File: src/design/sib_pkg.sv
`default_nettype none
// ----------------------------------------------------------------------------
// sib_pkg
// Shared types and constants of the snapshot interpolation buffer.
// ----------------------------------------------------------------------------
package sib_pkg;

    localparam int DEPTH   = 16;
    localparam int IDX_W   = $clog2(DEPTH);
    localparam int CNT_W   = $clog2(DEPTH + 1);
    localparam int LIM_W   = 5;
    localparam int FRAC_W  = 16;
    localparam int BLEND_W = 17;

    localparam logic REQ_INSERT = 1'b0;
    localparam logic REQ_SAMPLE = 1'b1;

    typedef struct packed {
        logic [63:0] stamp;
        logic [31:0] x;
        logic [31:0] y;
        logic [31:0] z;
        logic [15:0] pitch;
        logic [15:0] yaw;
        logic [15:0] roll;
    } snap_t;

    typedef struct packed {
        logic        req_type;
        logic [63:0] stamp;
        logic [31:0] pos_x;
        logic [31:0] pos_y;
        logic [31:0] pos_z;
        logic [15:0] ang_pitch;
        logic [15:0] ang_yaw;
        logic [15:0] ang_roll;
    } req_t;

    typedef struct packed {
        logic                found;
        logic [63:0]         out_stamp;
        logic [31:0]         out_x;
        logic [31:0]         out_y;
        logic [31:0]         out_z;
        logic [15:0]         out_pitch;
        logic [15:0]         out_yaw;
        logic [15:0]         out_roll;
        logic [BLEND_W-1:0]  blend;
        logic                blended;
    } res_t;

    // Per-cell command of the shift row
    typedef enum logic [1:0] {
        CELL_HOLD,
        CELL_LOAD,
        CELL_SHIFT_UP,
        CELL_SHIFT_DOWN
    } cell_op_t;

    typedef enum logic [2:0] {
        ST_IDLE,
        ST_INSERT,
        ST_TRIM,
        ST_DIV,
        ST_MUL,
        ST_OUT
    } state_t;

endpackage
`default_nettype wire

File: src/design/sib_cell.sv
`default_nettype none
// ----------------------------------------------------------------------------
// sib_cell
// One slot of the sorted snapshot row: hold, load, or take a neighbor.
// ----------------------------------------------------------------------------
module sib_cell (
    input  wire logic             clk,
    input  wire sib_pkg::cell_op_t op,
    input  wire sib_pkg::snap_t   load_data,
    input  wire sib_pkg::snap_t   below_data,
    input  wire sib_pkg::snap_t   above_data,
    output sib_pkg::snap_t        data
);
    import sib_pkg::*;

    snap_t data_reg;
    snap_t data_next;

    always_comb
    begin
        unique case (op)
            CELL_LOAD:       data_next = load_data;
            CELL_SHIFT_UP:   data_next = below_data;
            CELL_SHIFT_DOWN: data_next = above_data;
            default:         data_next = data_reg;
        endcase
    end

    always_ff @(posedge clk)
    begin
        data_reg <= data_next;
    end

    assign data = data_reg;

endmodule
`default_nettype wire

File: config.mk
export PLATFORM = sky130hd
export DESIGN_NAME = sib_cell
export DESIGN_NICKNAME = d
export VERILOG_FILES = /design/src/design/sib_pkg.sv /design/src/design/sib_cell.sv
export SDC_FILE = /design/constraint.sdc
export NUM_CORES = 1
export LEC_CHECK = 0
export BUFFER_PORTS_ARGS = -buffer_cell sky130_fd_sc_hd__buf_4
export CORE_AREA = 4 4 324 326
export CTS_BUF_LIST = sky130_fd_sc_hd__clkbuf_4
export DETAILED_ROUTE_END_ITERATION = 10
export DIE_AREA = 0 0 328 330
export SLEW_MARGIN = 15
export SYNTH_ARGS = -nofsm -noshare
export SYNTH_HDL_FRONTEND = slang
export SYNTH_SLANG_ARGS = --single-unit
File: constraint.sdc
create_clock -name clk -period 12.06 [get_ports clk]
set_clock_uncertainty 0.15 [all_clocks]
set_input_delay 0.603 -clock clk [delete_from_list [all_inputs] [get_ports clk]]
set_output_delay 0.603 -clock clk [all_outputs]
set_load 0.005 [all_outputs]
==> flow_summary.ini <==
[setup_path]
path_class = input port to flop
cp_max_fo = 59
required_ps = 12450
critPathSlowestCell = buf_4
critPathArrivalTime_ps = 4260
slowest_delay_ps = 780
crit_path_end_kind = flop
path_cells = buf_8 > buf_4 > buf_4 > mux2i_1 > dlygate4sd3_1 > a21oi_1 > dlygate4sd3_1
start_kind = input port

[global_route]
grtUsageMet3_pct = 4.28
grt_usage_pct = 11.1
overflow = 0
met1_usage_pct = 12.6
met2_usage_pct = 18.1
grt_pass1_vias = 13403
grt_pass1_wl_um = 86800
antenna_found_initial = 11
grt_max_degree = 150
grt.busiest_layer = met2

[power]
vdd_drop_max_mv = 0.0603
p_leak_nw = 10.2
fin_total_pwr_mw = 2.31
power.density_nw_per_um2 = 99.2

[synth]
ys_seq_area_share_pct = 59.5
synth-seq-cells = 208
netlist_area_um2 = 10500
ys_types = 10
synth.avg_cell_area_um2 = 11.6
syn_inst = 902
syn_nets = 1529
ys.warnings.count = 0

[routing]
wl_per_cell_um = 18.0
drt_iter0_markers = 538
drc = 0
firstDrtPassIters = 5
postRouteAntennaNets = 0
post_drt_via_cell_ratio = 3.49
wl_um = 64500
dr_total_vias = 12459

[cells_and_area]
nets = 2796
syn_to_final_growth_pct = 122
instances_no_fill = 3575
layout-drive-gt1-share_pct = 42.5
largest_reg_flops = 208
utilization_pct = 22.9

[clock_network]
cts_setup_buffers = 0
numCtsBuffers = 66
htree_levels = 3
clock_sinks = 208
cts_root_buf = clkbuf_4
path_clk_slew_ps = 70
cts_buffer_depth = 3
tritoncts = done

[floorplanning]
die_h_um = 330
core_area_um2 = 102000
die_x_um = 328
num_rows = 117
design.die.area_um2 = 108000
io_pins = 835
start_util_pct = 10.3

[place]
pre_cts_ws_ps = 8450
portBuffers = 834
place_congestion = 0.911
dp.cells = 3043
hpwl_um = 48500

[timing]
layout_setup_ws_ps = 8190
tightest_slew_ps = 1110
min_period_ps = 3870
slew_headroom_pct = 26.0
finalCritPeriodShare_pct = 32.1
drv_slew = 0
setup-violations-final = 0
setup-tns-final_ps = 0
hold_viol = 0
rsz0062_at_grt = no
timing.fmax_mhz = 259

[min_path]
min_path_type = input port to flop

[status]
status = finished, final reports clean

[run]
maxCapViolCount = 0
==> through the flow <==
stage | instance area [um2] | hold slack (ps)
2_1_floorplan | 10500 | 683
3_3_place_gp | 18200 | 774
3_5_place_dp | 18200 | 780
4_1_cts | 23200 | 5.02
5_1_grt | 23300 | 86.3
6_report | 23300 | 196
==> worst max-delay path, delay by kind of cell <==
kind                   cells  cell delay (ps)
buffers and inverters      5             3120
multiplexers               1              280
AO/OA/AOI/OAI              1               60
==> where the power goes <==
group / total [mW] / leakage [nW] / internal, mW / switching (mW)
clock: 0.718 / 0.454 / 0.372 / 0.346
sequential: 0.933 / 2.09 / 0.898 / 0.0351
combinational: 0.655 / 7.68 / 0.404 / 0.251
total: 2.31 / 10.2 / 1.67 / 0.633
==> cell usage in the layout (no fill, tap or decap) <==
master	n
clkinvlp_4	1
diode_2	5
or2_4	1
bufinv_16	2
edfxtp_1	208
nor2_1	208
clkbuf_4	87
a21oi_1	208
buf_4	839
clkinv_1	8
buf_8	2
inv_2	2
dlygate4sd3_1	426
buf_12	1
mux2i_1	208
clkinv_2	1
==> final cells by class <==
type | count | area, um2
diodes | 5 | 12.5
clock buffers | 87 | 653
clock inverters | 14 | 110
fillers | 10939 | 78500
multi-input cells | 625 | 3910
flip-flops and latches | 208 | 6250
well taps | 1368 | 1710
repair buffers | 1268 | 10600
==> Yosys cell counts <==
cell / number / area, um2
nor2_1: 208 / 781
or2_2: 1 / 6.26
buf_1: 4 / 15.0
buf_2: 29 / 145
a21oi_1: 208 / 1040
mux2i_1: 208 / 2080
clkbuf_1: 25 / 93.8
buf_4: 9 / 67.6
edfxtp_1: 208 / 6250
buf_6: 2 / 22.5
==> path summary, 6_finish.rpt <==
| path | start | endpoint | slack [ps] | depth (start not counted) |
|---|---|---|---|---|
| worst min-delay path | below_data[50] | data[50]$_DFFE_PP_ | 200 | 3 |
| worst max-delay path | op[0] | data[90]$_DFFE_PP_ | 8190 | 7 |
==> cell families (layout without fill, tap and decap cells) <==
| logic type | count (synthesis) | in the layout | share of synthesized area (%) |
|---|---|---|---|
| and+or+nand+nor | 209 | 209 | 7.50 |
| AOI/OAI and AO/OA | 208 | 208 | 9.91 |
| muxes | 208 | 208 | 19.8 |
| DFF | 208 | 208 | 59.5 |
| buffers and inverters | 69 | 1369 | 3.28 |
| other | 0 | 5 | 0 |
==> routing by layer <==
layer  wire length (um)  up-vias
li1                   -     5872
met4               2740       10
met3               6640      124
met5                 74        -
met1              24800     5821
met2              30200      632
==> timing repair <==
action | 4_1_cts | 5_1_grt
hold endpoints to repair | 205 | 0
gates resized for setup | 0 | 0
hold buffers | 426 | 0
Power figures use the tool's default switching activity.
